### src/hdl/owbm_pkg.sv
// ----------------------------------------------------------------------------
// owbm_pkg
// Types, constants and helper functions shared by the 1-Wire bus master.
// ----------------------------------------------------------------------------
package owbm_pkg;

  localparam int CntW    = 10;            // tick counter width
  localparam int RegW    = 10;            // timing register width
  localparam int NumRegs = 8;
  localparam int RegIdxW = 3;
  localparam int PAddrW  = 5;
  localparam int PDataW  = 32;
  localparam int QDepth  = 2;             // front to back queue, power of two
  localparam int QAw     = $clog2(QDepth);
  localparam int SpanW   = CntW + RegW;

  typedef enum logic [3:0] {
    PH_IDLE,
    PH_RST_LOW,
    PH_RST_WAIT,
    PH_RST_SAMPLE,
    PH_RST_HIGH,
    PH_RST_RECOVER,
    PH_GAP,
    PH_WR_LOW,
    PH_WR_REST,
    PH_RD_LOW,
    PH_RD_WAIT,
    PH_RD_REST
  } phase_e;

  typedef enum logic [1:0] {
    CMD_RESET = 2'd0,
    CMD_WRITE = 2'd1,
    CMD_READ  = 2'd2
  } cmd_e;

  typedef enum logic [1:0] {
    IT_TICK,
    IT_START,
    IT_SKIP
  } item_kind_e;

  typedef enum logic [RegIdxW-1:0] {
    REG_RST_LOW   = 3'd0,
    REG_PRES_WAIT = 3'd1,
    REG_RST_REC   = 3'd2,
    REG_SLOT_GAP  = 3'd3,
    REG_WR_LOW    = 3'd4,
    REG_SLOT_REST = 3'd5,
    REG_RD_LOW    = 3'd6,
    REG_RD_SAMPLE = 3'd7
  } reg_idx_e;

  typedef logic [NumRegs-1:0][RegW-1:0] cfg_regs_t;

  typedef struct packed {
    item_kind_e  kind;
    cmd_e        cmd;
    logic [7:0]  data;
    logic        line;
  } item_t;

  localparam cfg_regs_t RegReset = {
    10'd2, 10'd2, 10'd90, 10'd10, 10'd2, 10'd420, 10'd60, 10'd500
  };

  // register value as a tick count: optional floor of one, saturated to the counter
  function automatic logic [CntW-1:0] span(input logic [RegW-1:0] v, input logic at_least_one);
    logic [SpanW-1:0] w;
    logic [SpanW-1:0] cmax;
    cmax = {{RegW{1'b0}}, {CntW{1'b1}}};
    w    = {{CntW{1'b0}}, v};
    if (at_least_one && (v == '0)) w = SpanW'(1);
    if (w > cmax) w = cmax;
    return w[CntW-1:0];
  endfunction

  function automatic logic drive_of(input phase_e ph, input logic bit0);
    logic d;
    case (ph)
      PH_RST_LOW, PH_WR_LOW, PH_RD_LOW: d = 1'b1;
      PH_WR_REST:                       d = ~bit0;
      default:                          d = 1'b0;
    endcase
    return d;
  endfunction

endpackage

### src/hdl/owbm_front.sv
// ----------------------------------------------------------------------------
// owbm_front
// Takes input words and sorts them into ticks, starts and ignored commands.
// ----------------------------------------------------------------------------
module owbm_front (
  input  logic              in_valid_i,
  output logic              in_ready_o,
  input  logic              kind_i,
  input  logic [1:0]        command_i,
  input  logic [7:0]        write_data_i,
  input  logic              line_in_i,
  input  logic              q_full_i,
  output logic              push_o,
  output owbm_pkg::item_t   item_o
);
  import owbm_pkg::*;

  assign in_ready_o = ~q_full_i;
  assign push_o     = in_valid_i & ~q_full_i;

  always_comb begin
    item_o.cmd  = cmd_e'(command_i);
    item_o.data = write_data_i;
    item_o.line = line_in_i;
    if (!kind_i) begin
      item_o.kind = IT_TICK;
    end else if (command_i inside {CMD_RESET, CMD_WRITE, CMD_READ}) begin
      item_o.kind = IT_START;
    end else begin
      // unknown code still answers, but changes nothing
      item_o.kind = IT_SKIP;
    end
  end

endmodule

### src/hdl/owbm_fifo.sv
// ----------------------------------------------------------------------------
// owbm_fifo
// Short queue of classified words between the front and the bus sequencer.
// ----------------------------------------------------------------------------
module owbm_fifo (
  input  logic              clk_i,
  input  logic              rst_ni,
  input  logic              push_i,
  input  owbm_pkg::item_t   item_i,
  output logic              full_o,
  input  logic              pop_i,
  output owbm_pkg::item_t   item_o,
  output logic              valid_o
);
  import owbm_pkg::*;

  item_t            mem_q [QDepth];
  logic [QAw-1:0]   wr_ptr_q, wr_ptr_d;
  logic [QAw-1:0]   rd_ptr_q, rd_ptr_d;
  logic [QAw:0]     count_q, count_d;

  assign full_o  = (count_q == (QAw+1)'(QDepth));
  assign valid_o = (count_q != '0);
  assign item_o  = mem_q[rd_ptr_q];

  always_comb begin
    wr_ptr_d = push_i ? wr_ptr_q + QAw'(1) : wr_ptr_q;
    rd_ptr_d = pop_i  ? rd_ptr_q + QAw'(1) : rd_ptr_q;
    count_d  = count_q;
    if (push_i && !pop_i) begin
      count_d = count_q + (QAw+1)'(1);
    end else if (pop_i && !push_i) begin
      count_d = count_q - (QAw+1)'(1);
    end
  end

  always_ff @(posedge clk_i or negedge rst_ni) begin
    if (!rst_ni) begin
      wr_ptr_q <= '0;
      rd_ptr_q <= '0;
      count_q  <= '0;
    end else begin
      wr_ptr_q <= wr_ptr_d;
      rd_ptr_q <= rd_ptr_d;
      count_q  <= count_d;
    end
  end

  always_ff @(posedge clk_i) begin
    if (push_i) begin
      mem_q[wr_ptr_q] <= item_i;
    end
  end

endmodule

### src/hdl/owbm_back.sv
// ----------------------------------------------------------------------------
// owbm_back
// Bus sequencer: steps reset, write and read slots one word per cycle, held while
// the output register is stalled, and registers the answer for the output channel.
// ----------------------------------------------------------------------------
module owbm_back (
  input  logic                 clk_i,
  input  logic                 rst_ni,
  input  logic                 item_valid_i,
  input  owbm_pkg::item_t      item_i,
  output logic                 item_pop_o,
  input  owbm_pkg::cfg_regs_t  cfg_i,
  input  logic                 out_ready_i,
  output logic                 out_valid_o,
  output logic                 pull_low_o,
  output logic                 busy_res_o,
  output logic                 done_res_o,
  output logic [7:0]           read_data_o,
  output logic                 presence_o
);
  import owbm_pkg::*;

  phase_e          phase_q, phase_d;
  logic [CntW-1:0] tick_q, tick_d;
  logic [2:0]      bit_q, bit_d;
  logic [7:0]      shift_q, shift_d;
  cmd_e            active_q, active_d;
  logic            pres_q, pres_d;
  logic [7:0]      last_q, last_d;
  logic            out_valid_q;

  logic            pop, tick_go, start_go;
  logic [CntW-1:0] cur_len, tick_inc, tick_nx;
  logic            reached, slot_last, gap_zero, rec_zero, rd_wait_zero;
  phase_e          slot_phase, start_phase;
  logic [7:0]      rd_shift, wr_shift;
  logic            drive, done;

  assign pop        = item_valid_i & (~out_valid_q | out_ready_i);
  assign item_pop_o = pop;
  assign tick_go    = pop & (item_i.kind == IT_TICK);
  assign start_go   = pop & (item_i.kind == IT_START) & (phase_q == PH_IDLE);

  assign gap_zero     = (span(cfg_i[REG_SLOT_GAP], 1'b0) == '0);
  assign rec_zero     = (span(cfg_i[REG_RST_REC], 1'b0) == '0);
  assign rd_wait_zero = (span(cfg_i[REG_RD_SAMPLE], 1'b0) == '0);
  assign slot_last    = (bit_q == 3'd7);
  assign slot_phase   = (active_q == CMD_WRITE) ? PH_WR_LOW : PH_RD_LOW;
  assign start_phase  = (item_i.cmd == CMD_WRITE) ? PH_WR_LOW : PH_RD_LOW;
  // read bit is taken on the first rest tick
  assign rd_shift     = (tick_q == '0) ? {item_i.line, shift_q[7:1]} : shift_q;
  assign wr_shift     = {1'b0, shift_q[7:1]};

  // length of the stretch the current phase counts
  always_comb begin
    case (phase_q)
      PH_RST_LOW:            cur_len = span(cfg_i[REG_RST_LOW], 1'b1);
      PH_RST_WAIT:           cur_len = span(cfg_i[REG_PRES_WAIT], 1'b1);
      PH_RST_RECOVER:        cur_len = span(cfg_i[REG_RST_REC], 1'b0);
      PH_GAP:                cur_len = span(cfg_i[REG_SLOT_GAP], 1'b0);
      PH_WR_LOW:             cur_len = span(cfg_i[REG_WR_LOW], 1'b1);
      PH_WR_REST, PH_RD_REST: cur_len = span(cfg_i[REG_SLOT_REST], 1'b1);
      PH_RD_LOW:             cur_len = span(cfg_i[REG_RD_LOW], 1'b1);
      PH_RD_WAIT:            cur_len = span(cfg_i[REG_RD_SAMPLE], 1'b0);
      default:               cur_len = '0;
    endcase
  end

  assign tick_inc = tick_q + CntW'(1);
  assign reached  = (tick_inc >= cur_len);
  assign tick_nx  = reached ? '0 : tick_inc;

  // next state
  always_comb begin
    phase_d  = phase_q;
    tick_d   = tick_q;
    bit_d    = bit_q;
    shift_d  = shift_q;
    active_d = active_q;
    pres_d   = pres_q;
    last_d   = last_q;
    if (start_go) begin
      active_d = item_i.cmd;
      tick_d   = '0;
      bit_d    = '0;
      if (item_i.cmd == CMD_RESET) begin
        phase_d = PH_RST_LOW;
      end else begin
        shift_d = (item_i.cmd == CMD_WRITE) ? item_i.data : 8'h00;
        phase_d = gap_zero ? start_phase : PH_GAP;
      end
    end else if (tick_go) begin
      case (phase_q)
        PH_RST_LOW: begin
          tick_d = tick_nx;
          if (reached) phase_d = PH_RST_WAIT;
        end
        PH_RST_WAIT: begin
          tick_d = tick_nx;
          if (reached) phase_d = PH_RST_SAMPLE;
        end
        PH_RST_SAMPLE: begin
          tick_d  = '0;
          pres_d  = ~item_i.line;
          phase_d = item_i.line ? PH_IDLE : PH_RST_HIGH;
        end
        PH_RST_HIGH: begin
          if (item_i.line) begin
            tick_d  = '0;
            phase_d = rec_zero ? PH_IDLE : PH_RST_RECOVER;
          end
        end
        PH_RST_RECOVER: begin
          tick_d = tick_nx;
          if (reached) phase_d = PH_IDLE;
        end
        PH_GAP: begin
          tick_d = tick_nx;
          if (reached) phase_d = slot_phase;
        end
        PH_WR_LOW: begin
          tick_d = tick_nx;
          if (reached) phase_d = PH_WR_REST;
        end
        PH_WR_REST: begin
          tick_d = tick_nx;
          if (reached) begin
            shift_d = wr_shift;
            tick_d  = '0;
            if (slot_last) begin
              phase_d = PH_IDLE;
              bit_d   = '0;
            end else begin
              bit_d   = bit_q + 3'd1;
              phase_d = gap_zero ? slot_phase : PH_GAP;
            end
          end
        end
        PH_RD_LOW: begin
          tick_d = tick_nx;
          if (reached) phase_d = rd_wait_zero ? PH_RD_REST : PH_RD_WAIT;
        end
        PH_RD_WAIT: begin
          tick_d = tick_nx;
          if (reached) phase_d = PH_RD_REST;
        end
        PH_RD_REST: begin
          shift_d = rd_shift;
          tick_d  = tick_nx;
          if (reached) begin
            tick_d = '0;
            if (slot_last) begin
              if (active_q == CMD_READ) last_d = rd_shift;
              phase_d = PH_IDLE;
              bit_d   = '0;
            end else begin
              bit_d   = bit_q + 3'd1;
              phase_d = gap_zero ? slot_phase : PH_GAP;
            end
          end
        end
        default: begin
          phase_d = PH_IDLE;
          tick_d  = '0;
        end
      endcase
    end
  end

  // outputs of the current word
  always_comb begin
    drive = start_go ? drive_of(phase_d, shift_d[0]) : drive_of(phase_q, shift_q[0]);
    done  = 1'b0;
    if (tick_go) begin
      case (phase_q)
        PH_RST_SAMPLE:          done = item_i.line;
        PH_RST_HIGH:            done = item_i.line & rec_zero;
        PH_RST_RECOVER:         done = reached;
        PH_WR_REST, PH_RD_REST: done = reached & slot_last;
        default:                done = 1'b0;
      endcase
    end
  end

  always_ff @(posedge clk_i or negedge rst_ni) begin
    if (!rst_ni) begin
      phase_q     <= PH_IDLE;
      tick_q      <= '0;
      bit_q       <= '0;
      shift_q     <= '0;
      active_q    <= CMD_RESET;
      pres_q      <= 1'b0;
      last_q      <= '0;
      out_valid_q <= 1'b0;
    end else begin
      if (pop) begin
        phase_q  <= phase_d;
        tick_q   <= tick_d;
        bit_q    <= bit_d;
        shift_q  <= shift_d;
        active_q <= active_d;
        pres_q   <= pres_d;
        last_q   <= last_d;
      end
      if (pop) begin
        out_valid_q <= 1'b1;
      end else if (out_ready_i) begin
        out_valid_q <= 1'b0;
      end
    end
  end

  always_ff @(posedge clk_i) begin
    if (pop) begin
      pull_low_o  <= drive;
      busy_res_o  <= (phase_d != PH_IDLE);
      done_res_o  <= done;
      read_data_o <= last_d;
      presence_o  <= pres_d;
    end
  end

  assign out_valid_o = out_valid_q;

endmodule

### src/hdl/onewire_bus_master_unit.sv
// ----------------------------------------------------------------------------
// onewire_bus_master_unit
// 1-Wire bus master stepped by microsecond tick words, with timing registers.
// ----------------------------------------------------------------------------
//  channel | direction | handshake              | payload
//  --------+-----------+------------------------+---------------------------------
//  in      | input     | in_valid_i / in_ready_o| kind, command, write_data, line_in
//  out     | output    | out_valid_o/out_ready_i| pull_low, busy_res, done_res,
//          |           |                        | read_data, presence
//  cfg     | input     | psel/penable/pwrite    | paddr, pwdata, prdata (apb)
//
//  one word per cycle sustained while the output is not stalled; a result word
//  is presented after its input word passes the queue entry and then the
//  sequencer output register
//  the sequencer step is one counter add and compare per word
//  reset clears the sequencer to idle, the queue to empty, timing regs to defaults
//  a stalled output holds its word; the two-entry queue keeps the input side
//  taking words until it fills
// ----------------------------------------------------------------------------
module onewire_bus_master_unit (
  input  logic                          clk_i,
  input  logic                          rst_ni,
  input  logic                          in_valid_i,
  output logic                          in_ready_o,
  input  logic                          kind_i,
  input  logic [1:0]                    command_i,
  input  logic [7:0]                    write_data_i,
  input  logic                          line_in_i,
  output logic                          out_valid_o,
  input  logic                          out_ready_i,
  output logic                          pull_low_o,
  output logic                          busy_res_o,
  output logic                          done_res_o,
  output logic [7:0]                    read_data_o,
  output logic                          presence_o,
  input  logic                          psel,
  input  logic                          penable,
  input  logic                          pwrite,
  input  logic [owbm_pkg::PAddrW-1:0]   paddr,
  input  logic [owbm_pkg::PDataW-1:0]   pwdata,
  output logic [owbm_pkg::PDataW-1:0]   prdata,
  output logic                          pready
);
  import owbm_pkg::*;

  cfg_regs_t            cfg_q;
  logic                 cfg_wr;
  logic [RegIdxW-1:0]   cfg_idx;

  logic                 q_full, push, pop, item_valid;
  item_t                item_in, item_out;

  // register file
  assign pready  = 1'b1;
  assign cfg_idx = paddr[PAddrW-1:2];
  assign cfg_wr  = psel & penable & pwrite;
  assign prdata  = {{(PDataW-RegW){1'b0}}, cfg_q[cfg_idx]};

  always_ff @(posedge clk_i or negedge rst_ni) begin
    if (!rst_ni) begin
      cfg_q <= RegReset;
    end else if (cfg_wr) begin
      cfg_q[cfg_idx] <= pwdata[RegW-1:0];
    end
  end

  owbm_front u_front (
    .in_valid_i   (in_valid_i),
    .in_ready_o   (in_ready_o),
    .kind_i       (kind_i),
    .command_i    (command_i),
    .write_data_i (write_data_i),
    .line_in_i    (line_in_i),
    .q_full_i     (q_full),
    .push_o       (push),
    .item_o       (item_in)
  );

  owbm_fifo u_fifo (
    .clk_i   (clk_i),
    .rst_ni  (rst_ni),
    .push_i  (push),
    .item_i  (item_in),
    .full_o  (q_full),
    .pop_i   (pop),
    .item_o  (item_out),
    .valid_o (item_valid)
  );

  owbm_back u_back (
    .clk_i        (clk_i),
    .rst_ni       (rst_ni),
    .item_valid_i (item_valid),
    .item_i       (item_out),
    .item_pop_o   (pop),
    .cfg_i        (cfg_q),
    .out_ready_i  (out_ready_i),
    .out_valid_o  (out_valid_o),
    .pull_low_o   (pull_low_o),
    .busy_res_o   (busy_res_o),
    .done_res_o   (done_res_o),
    .read_data_o  (read_data_o),
    .presence_o   (presence_o)
  );

  // a finishing word never reports the master as still busy
  assert property (@(posedge clk_i) disable iff (!rst_ni)
    out_valid_o && done_res_o |-> !busy_res_o)
    else $error("done word reported busy");

  // the bus is only pulled low during or at the end of an operation
  assert property (@(posedge clk_i) disable iff (!rst_ni)
    out_valid_o && pull_low_o |-> busy_res_o || done_res_o)
    else $error("bus pulled low while idle");

  // input side only stalls when the queue holds words for the sequencer
  assert property (@(posedge clk_i) disable iff (!rst_ni)
    !in_ready_o |-> item_valid)
    else $error("input stalled with empty queue");

endmodule

### config.mk
export PLATFORM = sky130hd
export DESIGN_NAME = onewire_bus_master_unit
export DESIGN_NICKNAME = d
export VERILOG_FILES = /design/src/hdl/owbm_pkg.sv /design/src/hdl/owbm_front.sv /design/src/hdl/owbm_fifo.sv /design/src/hdl/owbm_back.sv /design/src/hdl/onewire_bus_master_unit.sv
export SDC_FILE = /design/constraint.sdc
export NUM_CORES = 1
export LEC_CHECK = 0
export BUFFER_PORTS_ARGS = -buffer_cell sky130_fd_sc_hd__buf_4
export CORE_ASPECT_RATIO = 1.1
export CORE_UTILIZATION = 32
export CTS_CLUSTER_DIAMETER = 120
export DETAILED_ROUTE_END_ITERATION = 10
export GPL_TIMING_DRIVEN = 0
export PLACE_DENSITY = 0.52
export SYNTH_ARGS = -nofsm -noshare
export SYNTH_HDL_FRONTEND = slang
export SYNTH_HIERARCHICAL = 1
export SYNTH_SLANG_ARGS = --single-unit
### constraint.sdc
create_clock -name clk_i -period 3.8 [get_ports clk_i]
set_clock_uncertainty 0.1 [all_clocks]
set_input_delay 0.57 -clock clk_i [delete_from_list [all_inputs] [get_ports clk_i]]
set_output_delay 0.57 -clock clk_i [all_outputs]
set_load 0.02 [all_outputs]
=== After elaboration in Yosys (flattened, before gate mapping) ===
Memories as Yosys holds them, arrays and structs flattened.
Index checks and enable logic that the tools add are counted.

* Bits in registers: 133
* RAM bits: 26
* Input bits: 56
* Output and inout port bits: 47
* Word-level logic and storage cells: 197
* Memories kept: 1

{| class="wikitable"
|+ Memory list
! name !! depth !! bits a word !! read ports !! clocked after memory_dff !! wr ports !! RTL line !! RTL
|-
| u_fifo.mem_q || 2 || 13 || 1 || 0 || 1 || owbm_fifo.sv:17 || <nowiki>item_t mem_q [QDepth];</nowiki>
|}

* Add/sub/neg operators: 6
* Order comparisons: 8
* Equal/unequal tests: 26
* Muxes and demuxes: 81
* Bitwise gates (word level): 15
* Reduce and logical (&&, ||, !) cells: 35

{| class="wikitable"
|+ Operators by type and width
! cell !! count
|-
| $mux 10 || 17
|-
| $gt 20x10->1 const B || 5
|-
| $mux 20 || 5
|-
| $mux 8 || 12
|-
| $logic_not 10->1 || 9
|-
| $bwmux 80 || 1
|-
| $pmux 10 s8 || 1
|-
| $mux 4 || 17
|-
| $pmux 4 s10 || 1
|-
| $bmux 10 s3 || 1
|-
| $demux 10 s3 || 1
|-
| $pmux 10 s3 || 1
|-
| $eq 4x4->1 const B || 6
|-
| $mux 3 || 7
|-
| $eq 4x3->1 const B || 5
|-
| $pmux 8 s2 || 1
|-
| $reduce_bool 2->1 || 6
|-
| $add 10x1->10 const B || 1
|-
| $ge 10x10->1 || 1
|-
| $and 1x1->1 || 9
|-
| $mux 1 || 9
|-
| $eq 2x1->1 const B || 4
|-
| $eq 4x1->1 const B || 2
|-
| $eq 4x2->1 const B || 2
|-
| other kinds (28) || 47
|}

=== Logic depth before layout (Yosys ltp) ===
* Word-level depth: 15
* Mapped depth: 18
* Depth with buffers taken out: 14

=== Modules after synthesis ===
The synthesis kept the hierarchy.

{| class="wikitable"
|+ Modules (own cells, without submodules)
! module !! instances !! cells each !! area each (µm²)
|-
| onewire_bus_master_unit || 1 || 248 || 3912.5
|-
| owbm_back || 1 || 451 || 3768.6
|-
| owbm_fifo || 1 || 56 || 1127.3
|-
| owbm_front || 1 || 15 || 110.1
|}

=== Worst setup path before layout ===
No wires, ideal clock.

* Kind: register to register
* Start: reg u_back.phase_q[2]
* End: reg u_back.busy_res_o (data pin)
* Library setup time: 272 ps
* Arrival time: 3736 ps
* Required time: 3428 ps
* Setup slack: -308 ps
* Stages on the path, launching flop included: 17
* Period minus slack after synthesis: 4108 ps
* Path through: dfrtp_1 clkbuf_1 buf_1 clkbuf_1 mux2i_1 nor2_1 a21oi_1 o21ai_0 a21oi_1 ha_1 a21oi_1 a211oi_1 a2111o_1 nor2_2 nor4_1 a311o_1 or4_1

* Word-level cells in the longest chain between the ends: 9

{| class="wikitable"
|+ Ends and longest elaborated chain
! element !! RTL line !! RTL
|-
| from (decl) || owbm_back.sv:23 || <nowiki>phase_e phase_q, phase_d;</nowiki>
|-
| from (signal assigned) || owbm_back.sv:197 || <nowiki>phase_q <= phase_d;</nowiki>
|-
| $eq 4x4->1 || owbm_back.sv:56, owbm_back.sv:93 ||
|-
| $reduce_or 2->1 (no line) || -- ||
|-
| $pmux 10 s8 || owbm_back.sv:56 || <nowiki>case (phase_q)</nowiki>
|-
| $ge 10x10->1 || owbm_back.sv:70 || <nowiki>assign reached = (tick_inc >= cur_len);</nowiki>
|-
| $mux 4, or another cell as far along || owbm_back.sv:127 || <nowiki>if (reached) begin</nowiki>
|-
| $pmux 4 s10 || owbm_back.sv:93 || <nowiki>case (phase_q)</nowiki>
|-
| $mux 4 || owbm_back.sv:92 || <nowiki>end else if (tick_go) begin</nowiki>
|-
| $mux 4 * || owbm_back.sv:82 || <nowiki>if (start_go) begin</nowiki>
|-
| $reduce_bool 4->1 * || owbm_back.sv:216 || <nowiki>busy_res_o <= (phase_d != PH_IDLE);</nowiki>
|-
| to (signal assigned) || owbm_back.sv:216 ||
|-
| to (decl) || owbm_back.sv:16 || <nowiki>output logic busy_res_o,</nowiki>
|}

Every way passes the cells marked *; elsewhere a longest branch is shown, timed or not.
A chain may end at the register's enable or synchronous reset.

=== Final worst setup path ===
* Start: reg u_back.phase_q[1]
* End: reg u_back.busy_res_o (data pin)

The elaborated chain is that of the path after synthesis.

==> out/metrics.cfg <==
[setup_path]
cp-end-kind = register
critPathTopFamily = simple AND/OR/NAND/NOR gates
start_kind = register
r2r_slack_ns = -0.19
critPathMostFrequentCell = buf_4
worst_path_max_delay_cell = or4_4
crit_arrival_ns = 4.06
r2r_cells = 17
reg2reg_to = u_back/busy_res_o
cp_cell_sequence = buf_4 -> nand2b_4 -> buf_4 -> nor3_1 -> a221oi_2 -> o21ai_1 -> a21oi_2 -> ha_1 -> nand4_1 -> a211oi_2 -> a2111o_1 -> buf_6 -> nor2_4 -> buf_4 -> o21ai_0 -> a22oi_1 -> or4_4
reg2reg_from = u_back/phase_q[1]
crit_buf_inv = 4
crit_fanout = 7
critPathRequiredTime_ns = 3.87
crit_type = register to register
max_stage_delay_ns = 0.56

[global_routing]
grt_pass1_vias = 6623
use_met3 = 0.04241
grt_usage = 0.1885
antenna_found_initial = 0
grt_pass1_wl_um = 40380
gr-total-overflow = 0
grtUsageMet1 = 0.2379
grt_start_max_net_pins = 69
grt-busiest-layer = met2
met2_usage = 0.3222

[cells_and_area]
final_layout_size_suffix_gt1_frac = 0.4344
final_util = 0.4084
final_area_sq_um = 11110
diodes = 0
ff_latch_area_sq_um = 4202
nets = 958
syn_to_final_growth_pct = 24.54
fill_cells = 2633
multiInputGateArea_sq_um = 4587

[logic_synthesis]
ys.flop_type = dfrtp_1
yosysUniqueCellTypes = 72
synth_common_cells = 100 x mux2_2, 98 x dfrtp_1, 43 x nor2_1, 41 x nand2_1, 38 x edfxtp_1
synth.most_common_cell = mux2_2
synth_top_area_frac = 0.2750
synth-seq-area-share = 0.4707
ys_ff_latch = 159
ys.warnings.count = 6
yosysTopAreaCell = dfrtp_1
postSynthAreaPerCell_sq_um = 11.58
synth_area_sq_um = 8919
synth_edf_count = 38
async_flop_share = 0.7610
synthTopCellsByArea = dfrtp_1 27%, edfxtp_1 13%, mux2_2 13%
netlist_instances = 770

[floorplanning]
io_pins = 103
fp.coreArea_sq_um = 27190
die_w_um = 161.2
dieArea_sq_um = 28540
num_rows = 63
start_util = 0.3280
die_y_um = 177.1

[placement]
gp_congestion = 0.9519
place_area_sq_um = 9814
portBuffers = 44
hpwl_um = 18380

[detailed_routing]
drc_errors = 0
routedWlPerCell_um = 20.89
first_iter_violations = 508
ant_nets = 0
vias = 6759
firstDrtPassIters = 6
viasPerCell = 5.377
drt_wl_total_um = 26260

[power]
power_leakage_nw = 4.603
pwr_density_cell_nw_per_um2 = 698.5
ir_drop_uv = 337.8
p_total_mw = 7.758

[clock_tree]
cts-root-buf = clkbuf_16
cts_sinks = 159
cts_buffer_depth = 2
h-tree-depth = 4
cts_tree = done
clkSlewWorstSetupHoldPaths_ns = 0.07
cts_buffers = 17
clkLatencyLatePin_ns = 0.44
postCtsHoldBufs = 0

[sta]
worst_slack_ns = -0.1930
rsz0062_at_grt = yes
hold_violations = 6
period_needed_ns = 3.993
fmaxAchievable_mhz = 250.4
whs_ns = -0.01715
maxSlewViolCount = 0
fin_crit_sh = 1.051
relSlewSlack = 0.1784
tightest_slew_ns = 1.230
setup_viol = 5

[run]
maxCapViolCount = 0

[outcome]
status = finished, violations left
violations = hold timing, setup timing

[worst_hold_path]
hold_path_class = input pin to asynchronous set/reset pin

routing by layer:
layer,share of wire,vias to the layer above,wire length [um]
met5,0,-,0
met4,0.019,0,511
met3,0.055,48,1440
met2,0.50,235,13100
met1,0.43,3392,11210
li1,-,3084,-
worst register-to-register path, stage by stage (launching register included):
cell      delay (ns)
dfrtp_2         0.48
buf_4           0.17
nand2b_4        0.19
buf_4           0.16
nor3_1          0.22
a221oi_2        0.07
o21ai_1         0.12
a21oi_2         0.07
ha_1            0.32
nand4_1         0.15
a211oi_2        0.20
a2111o_1        0.18
buf_6           0.13
nor2_4          0.04
buf_4           0.18
o21ai_0         0.22
a22oi_1         0.16
or4_4           0.56
final cells by class:
cell class,count,share of cell area
Tap cell,357,0.04022
Inverter,18,0.006083
Timing Repair Buffer,81,0.05937
Clock buffer,17,0.03830
Sequential cell,159,0.3783
Clock inverter,15,0.01284
Buffer,68,0.05193
Multi-Input combinational cell,542,0.4130
how the worst max path moves through the flow:
stage / startpoint / endpoint / depth (start not counted)
3_3_place_gp: u_back/phase_q[3] / u_back/busy_res_o / 14
6_report: u_back/phase_q[1] / u_back/busy_res_o / 17
3_5_place_dp: u_back/phase_q[3] / u_back/busy_res_o / 14
5_1_grt: u_back/phase_q[1] / u_back/busy_res_o / 17
2_1_floorplan: u_back/phase_q[2] / u_back/busy_res_o / 16
4_1_cts: u_back/phase_q[0] / u_back/busy_res_o / 15
state kept, by name, indices dropped and copies added, names as in the netlist, 2 cells and up:
register / count
u_back/bit_q: 3
u_back/active_q: 2
u_back/read_data_o: 8
u_back/shift_q: 8
u_fifo/mem_q: 26
cfg_q: 80
u_back/tick_q: 10
u_back/phase_q: 4
u_back/last_q: 8
u_fifo/count_q: 2
layout by cell type, fill, tap and decap left out, types with 7 or more instances in the layout:
cell type / n
buf_6: 10
nor2b_1: 9
clkbuf_16: 19
xor2_1: 7
a32o_1: 9
nor3_1: 19
nand2_1: 39
a22oi_1: 8
mux2i_1: 15
mux2_4: 14
mux4_2: 16
o22ai_1: 7
conb_1: 23
o221ai_1: 8
nor2_1: 39
nand2b_1: 7
dfstp_2: 23
ha_1: 13
nand3_1: 13
nor4_1: 12
a21oi_1: 25
o21ai_0: 18
buf_4: 110
edfxtp_1: 38
inv_1: 18
mux2_2: 96
o21ai_1: 17
dfrtp_1: 95
kinds of logic (layout without fill, tap and decap cells):
logic type,after synthesis,count (layout),synth area share
adder cells (fa/ha/maj),15,15,0.02104
flip-flops,159,159,0.4707
AND/OR/NAND/NOR,200,200,0.1202
other,2,23,0.0008421
AO/OA/AOI/OAI,149,149,0.1148
multiplexers,142,142,0.2016
buffers and inverters,90,199,0.05808
XOR/XNOR,13,13,0.01277
stage by stage:
stage / std cells / setup slack, ns / TNS [ns]
after global routing: 1257 / -0.2429 / -1.318
after global placement: 1192 / -1.062 / -23.91
after detailed placement: 1193 / -1.038 / -22.62
after floorplan: 791 / 0.002223 / 0
after CTS: 1243 / -0.09219 / -0.09219
final: 1257 / -0.1930 / -0.4395
where the power goes:
part           switching, mW  internal (mW)  total, mW
Sequential             0.387           2.19       2.58
Clock                  0.805          0.871       1.68
Combinational           1.92           1.59       3.51
Total                   3.11           4.65       7.76
what timing repair did:
item	4_1_cts	5_1_grt
setup endpoints to repair	43	34
buffers inserted	22	13
pin swaps	19	17
gates resized for setup	77	33
cloned	0	1
Note: power is estimated with default switching activity, not from simulation.
